--- src/qed_pkg.sv ---
// ----------------------------------------------------------------------------
// Quadrature decoder package
// Operation codes, register indexes, reset values and stream field layout.
// ----------------------------------------------------------------------------
`default_nettype none

package qed_pkg;

	// Operation carried in the slave tuser field.
	typedef enum logic [1:0] {
		OP_SAMPLE     = 2'd0,
		OP_READ_DELTA = 2'd1,
		OP_READ_POS   = 2'd2
	} op_t;

	// Configuration register indexes.
	typedef enum logic [1:0] {
		CFG_BOUNCE_DELAY = 2'd0,
		CFG_FAST_WINDOW  = 2'd1,
		CFG_FAST_GAIN    = 2'd2
	} cfg_idx_t;

	// Register widths and reset values.
	localparam int BOUNCE_W    = 16;
	localparam int WINDOW_W    = 20;
	localparam int GAIN_W      = 4;
	localparam int CFG_DATA_W  = 20;
	localparam logic [BOUNCE_W-1:0] BOUNCE_RESET = 16'd2000;
	localparam logic [WINDOW_W-1:0] WINDOW_RESET = 20'd10000;
	localparam logic [GAIN_W-1:0]   GAIN_RESET   = 4'd3;

	// Input field widths and positions in the slave tdata.
	localparam int OP_W      = 2;
	localparam int PIN_W     = 8;
	localparam int TIME_W    = 32;
	localparam int IDX_W     = 2;
	localparam int PIN_LSB   = 0;
	localparam int TIME_LSB  = PIN_LSB + PIN_W;
	localparam int IDX_LSB   = TIME_LSB + TIME_W;
	localparam int S_DATA_W  = 48;

	// Output field widths and positions in the master tdata.
	localparam int VALUE_W   = 32;
	localparam int VALUE_LSB = 0;
	localparam int FAST_BIT  = VALUE_LSB + VALUE_W;
	localparam int M_DATA_W  = 40;

	// Per-channel control from the top level.
	typedef struct packed {
		logic sample_en;
		logic clear_en;
	} chan_ctrl_t;

endpackage

`default_nettype wire

--- src/qed_channel.sv ---
// ----------------------------------------------------------------------------
// Quadrature decoder channel
// Holds one encoder's phase history, position and last position, and applies
// the A-edge and B-edge rules for an accepted pin sample.
// ----------------------------------------------------------------------------
`default_nettype none

module qed_channel
	import qed_pkg::*;
#(
	parameter int POSITION_WIDTH = 32
) (
	input  wire logic                      clk,
	input  wire logic                      arst_n,
	input  wire chan_ctrl_t                ctrl,
	input  wire logic                      phase_a,
	input  wire logic                      phase_b,
	output logic [POSITION_WIDTH-1:0]      position,
	output logic [POSITION_WIDTH-1:0]      last_position
);

	localparam logic [POSITION_WIDTH-1:0] STEP_UP   = POSITION_WIDTH'(1);
	localparam logic [POSITION_WIDTH-1:0] STEP_DOWN = '1;

	logic                      prev_a_q;
	logic                      prev_b_q;
	logic [POSITION_WIDTH-1:0] pos_q;
	logic [POSITION_WIDTH-1:0] last_q;

	logic                      a_chg;
	logic                      b_chg;
	logic [POSITION_WIDTH-1:0] step_a;
	logic [POSITION_WIDTH-1:0] step_b;
	logic [POSITION_WIDTH-1:0] pos_mid;
	logic [POSITION_WIDTH-1:0] pos_new;
	logic [POSITION_WIDTH-1:0] last_new;

	// An A edge counts up when the phases agree afterwards; a B edge when they differ.
	always_comb begin
		a_chg    = phase_a ^ prev_a_q;
		b_chg    = phase_b ^ prev_b_q;
		step_a   = (phase_a == phase_b) ? STEP_UP : STEP_DOWN;
		step_b   = (phase_a != phase_b) ? STEP_UP : STEP_DOWN;
		pos_mid  = a_chg ? (pos_q + step_a) : pos_q;
		pos_new  = b_chg ? (pos_mid + step_b) : pos_mid;
		// The B edge is applied second, so it records the position after the A step.
		if (b_chg) begin
			last_new = pos_mid;
		end else if (a_chg) begin
			last_new = pos_q;
		end else begin
			last_new = last_q;
		end
	end

	// Channel state: updated by a sample, or last position caught up by a delta read.
	always_ff @(posedge clk or negedge arst_n) begin
		if (!arst_n) begin
			prev_a_q <= 1'b0;
			prev_b_q <= 1'b0;
			pos_q    <= '0;
			last_q   <= '0;
		end else if (ctrl.sample_en) begin
			prev_a_q <= phase_a;
			prev_b_q <= phase_b;
			pos_q    <= pos_new;
			last_q   <= last_new;
		end else if (ctrl.clear_en) begin
			last_q   <= pos_q;
		end
	end

	assign position      = pos_q;
	assign last_position = last_q;

endmodule

`default_nettype wire

--- src/quad_encoder_decoder_top.sv ---
// ----------------------------------------------------------------------------
// Quadrature decoder, top level
// Multi-channel quadrature decoder with debounce, fast-turn detection and
// scaled delta reads over a stream interface.
// ----------------------------------------------------------------------------
// Usage:
// Items arrive on the slave stream; tuser carries the operation (pin sample,
// delta read or position read) and tdata the pin levels, the microsecond
// timestamp and the encoder index. A pin sample updates the channels and
// gives no result. Each read gives one result on the master stream: the
// value in the low 32 bits of tdata and the fast flag above it.
// An item is registered on acceptance in the input register and handled from
// there by a single pass of logic into the output register, where a read's
// result is offered on the master side. One item is accepted every cycle,
// limited only by the output register.
// When the receiver stalls, the output register holds its result and the
// input register holds a following read; new items are refused only then.
// Reset clears all positions, phase history, the sample time and the fast
// flag, and loads the configuration registers with their defaults.
// Configuration is written through cfg_we/cfg_index/cfg_wdata; the user must do so only while idle (not enforced).
// ----------------------------------------------------------------------------
`default_nettype none

module quad_encoder_decoder_top
	import qed_pkg::*;
#(
	parameter int NUM_ENCODERS   = 4,
	parameter int POSITION_WIDTH = 32
) (
	input  wire logic                  clk,
	input  wire logic                  arst_n,
	input  wire logic                  cfg_we,
	input  wire logic [1:0]            cfg_index,
	input  wire logic [CFG_DATA_W-1:0] cfg_wdata,
	input  wire logic                  s_tvalid,
	output logic                       s_tready,
	input  wire logic [S_DATA_W-1:0]   s_tdata,   // pin_levels[7:0], sample_time_us[39:8],
	                                              // encoder_index[41:40], zero[47:42]
	input  wire logic [OP_W-1:0]       s_tuser,   // op[1:0]
	output logic                       m_tvalid,
	input  wire logic                  m_tready,
	output logic [M_DATA_W-1:0]        m_tdata    // read_value[31:0], fast_flag[32], zero[39:33]
);

	// Configuration registers.
	logic [BOUNCE_W-1:0] bounce_q;
	logic [WINDOW_W-1:0] window_q;
	logic [GAIN_W-1:0]   gain_q;

	// Input stage.
	logic              valid_s1;
	op_t               op_s1;
	logic [PIN_W-1:0]  pins_s1;
	logic [TIME_W-1:0] time_s1;
	logic [IDX_W-1:0]  idx_s1;

	// Shared state.
	logic [TIME_W-1:0] prev_time_q;
	logic              fast_q;

	// Output register.
	logic               out_valid_q;
	logic [VALUE_W-1:0] out_value_q;
	logic               out_fast_q;

	// Datapath.
	logic                      is_read;
	logic                      advance;
	logic                      sample_take;
	logic                      sample_ok;
	logic [TIME_W-1:0]         elapsed;
	logic                      idx_ok;
	logic [POSITION_WIDTH-1:0] sel_pos;
	logic [POSITION_WIDTH-1:0] sel_last;
	logic [POSITION_WIDTH-1:0] delta_p;
	logic [VALUE_W-1:0]        delta32;
	logic [VALUE_W-1:0]        pos32;
	logic [VALUE_W+GAIN_W-1:0] product;
	logic [VALUE_W-1:0]        read_value;

	logic [POSITION_WIDTH-1:0] chan_pos  [NUM_ENCODERS];
	logic [POSITION_WIDTH-1:0] chan_last [NUM_ENCODERS];
	chan_ctrl_t                chan_ctrl [NUM_ENCODERS];

	// Configuration writes; an index beyond the list is ignored.
	always_ff @(posedge clk or negedge arst_n) begin
		if (!arst_n) begin
			bounce_q <= BOUNCE_RESET;
			window_q <= WINDOW_RESET;
			gain_q   <= GAIN_RESET;
		end else if (cfg_we) begin
			case (cfg_idx_t'(cfg_index))
				CFG_BOUNCE_DELAY: bounce_q <= cfg_wdata[BOUNCE_W-1:0];
				CFG_FAST_WINDOW:  window_q <= cfg_wdata[WINDOW_W-1:0];
				CFG_FAST_GAIN:    gain_q   <= cfg_wdata[GAIN_W-1:0];
				default:          ;
			endcase
		end
	end

	// The input stage moves on unless a read meets a full, stalled output register.
	always_comb begin
		is_read  = (op_s1 == OP_READ_DELTA) || (op_s1 == OP_READ_POS);
		advance  = valid_s1 && (!is_read || !out_valid_q || m_tready);
		s_tready = !valid_s1 || advance;
	end

	// Input register.
	always_ff @(posedge clk or negedge arst_n) begin
		if (!arst_n) begin
			valid_s1 <= 1'b0;
		end else if (s_tready) begin
			valid_s1 <= s_tvalid;
		end
	end

	always_ff @(posedge clk) begin
		if (s_tready && s_tvalid) begin
			op_s1   <= op_t'(s_tuser);
			pins_s1 <= s_tdata[PIN_LSB +: PIN_W];
			time_s1 <= s_tdata[TIME_LSB +: TIME_W];
			idx_s1  <= s_tdata[IDX_LSB +: IDX_W];
		end
	end

	// Debounce: a sample counts only when the wrapping elapsed time exceeds the delay.
	always_comb begin
		elapsed     = time_s1 - prev_time_q;
		sample_take = advance && (op_s1 == OP_SAMPLE);
		sample_ok   = sample_take && (elapsed > TIME_W'(bounce_q));
	end

	// Sample time on every sample; fast flag only on a sample that passed debounce.
	always_ff @(posedge clk or negedge arst_n) begin
		if (!arst_n) begin
			prev_time_q <= '0;
			fast_q      <= 1'b0;
		end else begin
			if (sample_take) begin
				prev_time_q <= time_s1;
			end
			if (sample_ok) begin
				fast_q <= (elapsed < TIME_W'(window_q));
			end
		end
	end

	// Decoder channels; encoders whose pins lie beyond the pin field see low phases.
	for (genvar n = 0; n < NUM_ENCODERS; n++) begin : g_chan
		logic pa;
		logic pb;

		if (2 * n + 1 < PIN_W) begin : g_pins
			assign pa = pins_s1[2*n];
			assign pb = pins_s1[2*n+1];
		end else begin : g_nopins
			assign pa = 1'b0;
			assign pb = 1'b0;
		end

		always_comb begin
			chan_ctrl[n].sample_en = sample_ok;
			chan_ctrl[n].clear_en  = advance && (op_s1 == OP_READ_DELTA) &&
			                         (int'(idx_s1) == n);
		end

		qed_channel #(
			.POSITION_WIDTH(POSITION_WIDTH)
		) u_chan (
			.clk          (clk),
			.arst_n       (arst_n),
			.ctrl         (chan_ctrl[n]),
			.phase_a      (pa),
			.phase_b      (pb),
			.position     (chan_pos[n]),
			.last_position(chan_last[n])
		);
	end

	// Channel selection for a read.
	always_comb begin
		idx_ok   = 1'b0;
		sel_pos  = '0;
		sel_last = '0;
		for (int n = 0; n < NUM_ENCODERS; n++) begin
			if (int'(idx_s1) == n) begin
				idx_ok   = 1'b1;
				sel_pos  = chan_pos[n];
				sel_last = chan_last[n];
			end
		end
	end

	// Read value: sign-extended delta, scaled by the gain while fast, or the position; zero for an index with no channel.
	always_comb begin
		delta_p = sel_pos - sel_last;
		delta32 = VALUE_W'(signed'(delta_p));
		pos32   = VALUE_W'(signed'(sel_pos));
		product = (VALUE_W+GAIN_W)'(delta32) * (VALUE_W+GAIN_W)'(gain_q);
		if (!idx_ok) begin
			read_value = '0;
		end else if (op_s1 == OP_READ_DELTA) begin
			read_value = fast_q ? product[VALUE_W-1:0] : delta32;
		end else begin
			read_value = pos32;
		end
	end

	// Output register.
	always_ff @(posedge clk or negedge arst_n) begin
		if (!arst_n) begin
			out_valid_q <= 1'b0;
		end else if (advance && is_read) begin
			out_valid_q <= 1'b1;
		end else if (m_tready) begin
			out_valid_q <= 1'b0;
		end
	end

	always_ff @(posedge clk) begin
		if (advance && is_read) begin
			out_value_q <= read_value;
			out_fast_q  <= fast_q;
		end
	end

	assign m_tvalid = out_valid_q;
	assign m_tdata  = {(M_DATA_W - VALUE_W - 1)'(0), out_fast_q, out_value_q};

endmodule

`default_nettype wire

--- config.mk ---
export PLATFORM = sky130hd
export DESIGN_NAME = quad_encoder_decoder_top
export DESIGN_NICKNAME = d
export VERILOG_FILES = /design/src/qed_pkg.sv /design/src/qed_channel.sv /design/src/quad_encoder_decoder_top.sv
export SDC_FILE = /design/constraint.sdc
export NUM_CORES = 2
export LEC_CHECK = 0
export ABC_AREA = 1
export BUFFER_PORTS_ARGS = -buffer_cell sky130_fd_sc_hd__buf_2
export CAP_MARGIN = 15
export CELL_PAD_IN_SITES_DETAIL_PLACEMENT = 0
export CELL_PAD_IN_SITES_GLOBAL_PLACEMENT = 1
export CORE_ASPECT_RATIO = 0.8
export CORE_MARGIN = 4
export CORE_UTILIZATION = 50
export CTS_BUF_LIST = sky130_fd_sc_hd__clkbuf_8
export DETAILED_ROUTE_END_ITERATION = 8
export HOLD_SLACK_MARGIN = 0.02
export PLACE_DENSITY = 0.95
export SLEW_MARGIN = 20
export SYNTH_ARGS = -nofsm -noshare
export SYNTH_HDL_FRONTEND = slang
export SYNTH_HIERARCHICAL = 1
export SYNTH_SLANG_ARGS = --single-unit
export TNS_END_PERCENT = 100
--- constraint.sdc ---
create_clock -name clk -period 16 [get_ports clk]
set_input_delay 2.4 -clock clk [delete_from_list [all_inputs] [get_ports clk]]
set_output_delay 2.4 -clock clk [all_outputs]
set_load 0.005 [all_outputs]
==> out/metrics.cfg <==
[run_status]
status=finished, final reports clean

[finish]
seq_area_sq_um=10800
multi_input_area_sq_um=30400
finalNetCount=7468
fill_cells=9216
syn_to_final_growth_pct=7.30
drive_gt1_share_pct=9.16

[sta]
setup_viol=0
final.setup.tns_ps=0
fmax_ghz=0.126
slew_viol_final=0
final-hold-violation-count=0
finalCritPeriodShare_pct=49.8
fin_crit_ps=7970
worst_pin_slew_ps=1030
rsz0062_at_grt=no
max-slew-margin-rel_pct=31.4
fin_skew_ps=29.6

[yosys]
synth_top_family_by_area=simple AND/OR/NAND/NOR gates
synth_top_area_share_pct=17.9
ys_async_sr_fraction_pct=81.5
yosys-mux-area-fraction_pct=0
synth-xor-area-share_pct=2.82
synth_fa_ha_area_share_pct=13.7
syn_inst=6883
ys_ff_latch=416
yosys_most_used_dff=dfrtp_1
synth.avg_cell_area_sq_um=6.60
synth_cell_types=74
syn_area_sq_um=45500
synth_area_leaders=dfrtp_1 18%, nand2_1 16%, ha_1 11%
synth_compound_area_share_pct=19.4
yosysTopAreaCell=dfrtp_1
yosys_warnings=6
ys_seq_area_share_pct=23.8
synth-simple-area-share_pct=30.7
synth_edf_count=77

[grt]
met2_usage_pct=48.4
grt_pass1_vias=43400
grt.total_usage_pct=34.8
antenna_found_initial=3
grt.busiest_layer=met1
grt_start_max_net_pins=140
grt_pass1_wl_um=261000
overflow=0
met1_usage_pct=52.0
gr-usage-met3_pct=9.65

[floorplan]
io_pins=119
core_area_sq_um=89800
die_height_um=278
rows=98
die_area_sq_um=95800
fp.dieW_um=345
initial_core_util_pct=50.6

[place]
portBuffers=105
dp_hpwl_um=138000
gp_congestion=1.15

[worst_setup_path]
cp.arrival_ps=8410
path_class=flop to flop
r2r_slack_ps=8030
regToRegStartpoint=idx_s1[0]$_DFFE_PP_
cp-start-kind=flop
required_ps=16440
slowest_delay_ps=720
timing.critical_path.mode_cell=nand2_1
crit_path_top_delay_cell=edfxtp_1
cp_max_fo=43
r2r_cells=31
reg2reg_to=out_value_q[30]$_SDFFCE_PN0P_
end_kind=flop

[clock_network]
cts.htree.levels=3
numClockSinks=416
clock_path_buffers=3
cts_tree=done
cts_repair_resize_count=0
cts_buffers=79
cts_setup_buffers=0
holdBufCountCts=0
cts.clk_slew.worst_paths_ps=60
root_buffer=clkbuf_8
clock_latency_ps=730

[routing]
drtAntennaViolNets=0
dr.first_iter.drc_count=6008
drc_errors=0
first_pass_iters=7
wl_um=173000
wl_per_cell_um=21.1
viasPerCell=5.84
vias=47900

[worst_hold_path]
hold_path_startpoint=g_chan[2].u_chan/last_position[21]$_DFFE_PN0P_
holdPathStages=2
whs_endpoint=g_chan[2].u_chan/last_position[21]$_DFFE_PN0P_
min_path_type=flop to flop

[flow_run]
max-cap-violations=0

## cell type report
cell class,instances,share of cell area (%)
multi-input cells,5351,62.3
flip-flops and latches,416,22.2
diodes,2,0.0103
clock buffers,95,2.68
inverters,943,7.26
repair buffers,142,1.69
well taps,1200,3.08
clock inverters,47,0.852
## cells by family (layout without fill, tap and decap cells)
| group | after synthesis | after routing |
|---|---|---|
| compound gates | 1454 | 1454 |
| buf+inv | 1122 | 1227 |
| other cells | 1 | 9 |
| xor+xnor | 144 | 144 |
| fa+ha+maj | 458 | 458 |
| flops | 416 | 416 |
| simple gates | 3288 | 3288 |
## through the flow
step | util [%] | instance area [sq um] | worst slack (ps) | hold WS [ps] | cells
2_1_floorplan | - | 45500 | 9420 | 423 | 6889
3_5_place_dp | 52.4 | 47000 | 8370 | 467 | 8052
3_3_place_gp | 52.4 | 47000 | 8420 | 462 | 8052
5_1_grt | 54.3 | 48800 | 7670 | 504 | 8195
4_1_cts | 54.3 | 48800 | 8330 | 482 | 8194
6_report | 54.3 | 48800 | 8030 | 482 | 8196
## metal layers
metal  wire (um)  up-vias
met2       68300     2313
met4        5700        4
met1       79100    22400
met3       19900      325
li1            -    22800
met5         311        -
## cells in the mapped netlist, types with 9 or more instances
| cell | n |
|---|---|
| nand2_1 | 1940 |
| inv_1 | 849 |
| nor2_1 | 575 |
| a21oi_1 | 558 |
| ha_1 | 391 |
| nand3_1 | 380 |
| o21ai_0 | 340 |
| dfrtp_1 | 326 |
| o21ai_1 | 107 |
| clkbuf_1 | 92 |
| inv_2 | 87 |
| nand4_1 | 86 |
| nand2_2 | 80 |
| xor2_1 | 78 |
| edfxtp_1 | 77 |
| fa_1 | 67 |
| xnor2_1 | 63 |
| buf_2 | 58 |
| nor3_1 | 56 |
| o221ai_1 | 56 |
| a21o_1 | 55 |
| o211ai_1 | 50 |
| o21a_1 | 44 |
| o21ai_2 | 39 |
| nand3b_1 | 33 |
| a21oi_2 | 32 |
| o21bai_1 | 32 |
| a22o_1 | 23 |
| nor2_2 | 23 |
| a31oi_1 | 21 |
| nand3_2 | 20 |
| or2_2 | 19 |
| a21boi_0 | 18 |
| buf_4 | 17 |
| nor4_1 | 15 |
| or2_1 | 15 |
| dfstp_2 | 13 |
| o22ai_1 | 13 |
| and2_1 | 11 |
| or2_0 | 10 |
| a221oi_1 | 9 |
| buf_1 | 9 |
## cell usage in the layout (no fill, tap or decap), types with 62 or more instances in the layout
cell type | Yosys | final
buf_2 | 58 | 104
inv_2 | 87 | 89
a21oi_1 | 558 | 558
dfrtp_1 | 326 | 326
inv_1 | 849 | 865
edfxtp_1 | 77 | 77
xnor2_1 | 63 | 62
xor2_1 | 78 | 78
o21ai_0 | 340 | 340
fa_1 | 67 | 67
nor2_1 | 575 | 572
clkbuf_8 | 0 | 95
nand2_1 | 1940 | 1940
ha_1 | 391 | 391
o21ai_1 | 107 | 107
nand4_1 | 86 | 86
nand2_2 | 80 | 80
nand3_1 | 380 | 379
## critical path, delay by kind of cell, from the launching register on
kind | cells | cell delay [ps]
compound gates | 7 | 1420
xor+xnor | 1 | 440
fa+ha+maj | 4 | 1860
buf+inv | 5 | 950
flops | 1 | 720
simple gates | 14 | 2260
## flip-flops by register name, indices dropped and copies added (netlist names), 8 cells and up
name and cells:
bounce_q 16, g_chan.u_chan/last_position 128, g_chan.u_chan/position 128, out_value_q 32
pins_s1 8, prev_time_q 32, time_s1 32, window_q 20
## worst max path at each step
stage / from / endpoint / slack [ps] / depth (start not counted)
6_report: idx_s1[0]$_DFFE_PP_ / out_value_q[30]$_SDFFCE_PN0P_ / 8030 / 31
5_1_grt: idx_s1[0]$_DFFE_PP_ / out_value_q[30]$_SDFFCE_PN0P_ / 7670 / 31
4_1_cts: idx_s1[0]$_DFFE_PP_ / out_value_q[30]$_SDFFCE_PN0P_ / 8330 / 31
3_5_place_dp: idx_s1[0]$_DFFE_PP_ / out_value_q[30]$_SDFFCE_PN0P_ / 8370 / 31
3_3_place_gp: idx_s1[0]$_DFFE_PP_ / out_value_q[30]$_SDFFCE_PN0P_ / 8420 / 31
2_1_floorplan: pins_s1[2]$_DFFE_PP_ / g_chan[1].u_chan/position[31]$_DFFE_PN0P_ / 9420 / 25
Power is not shown: default switching activity piles up to over one toggle a cycle in this logic, so the estimate is an artifact.
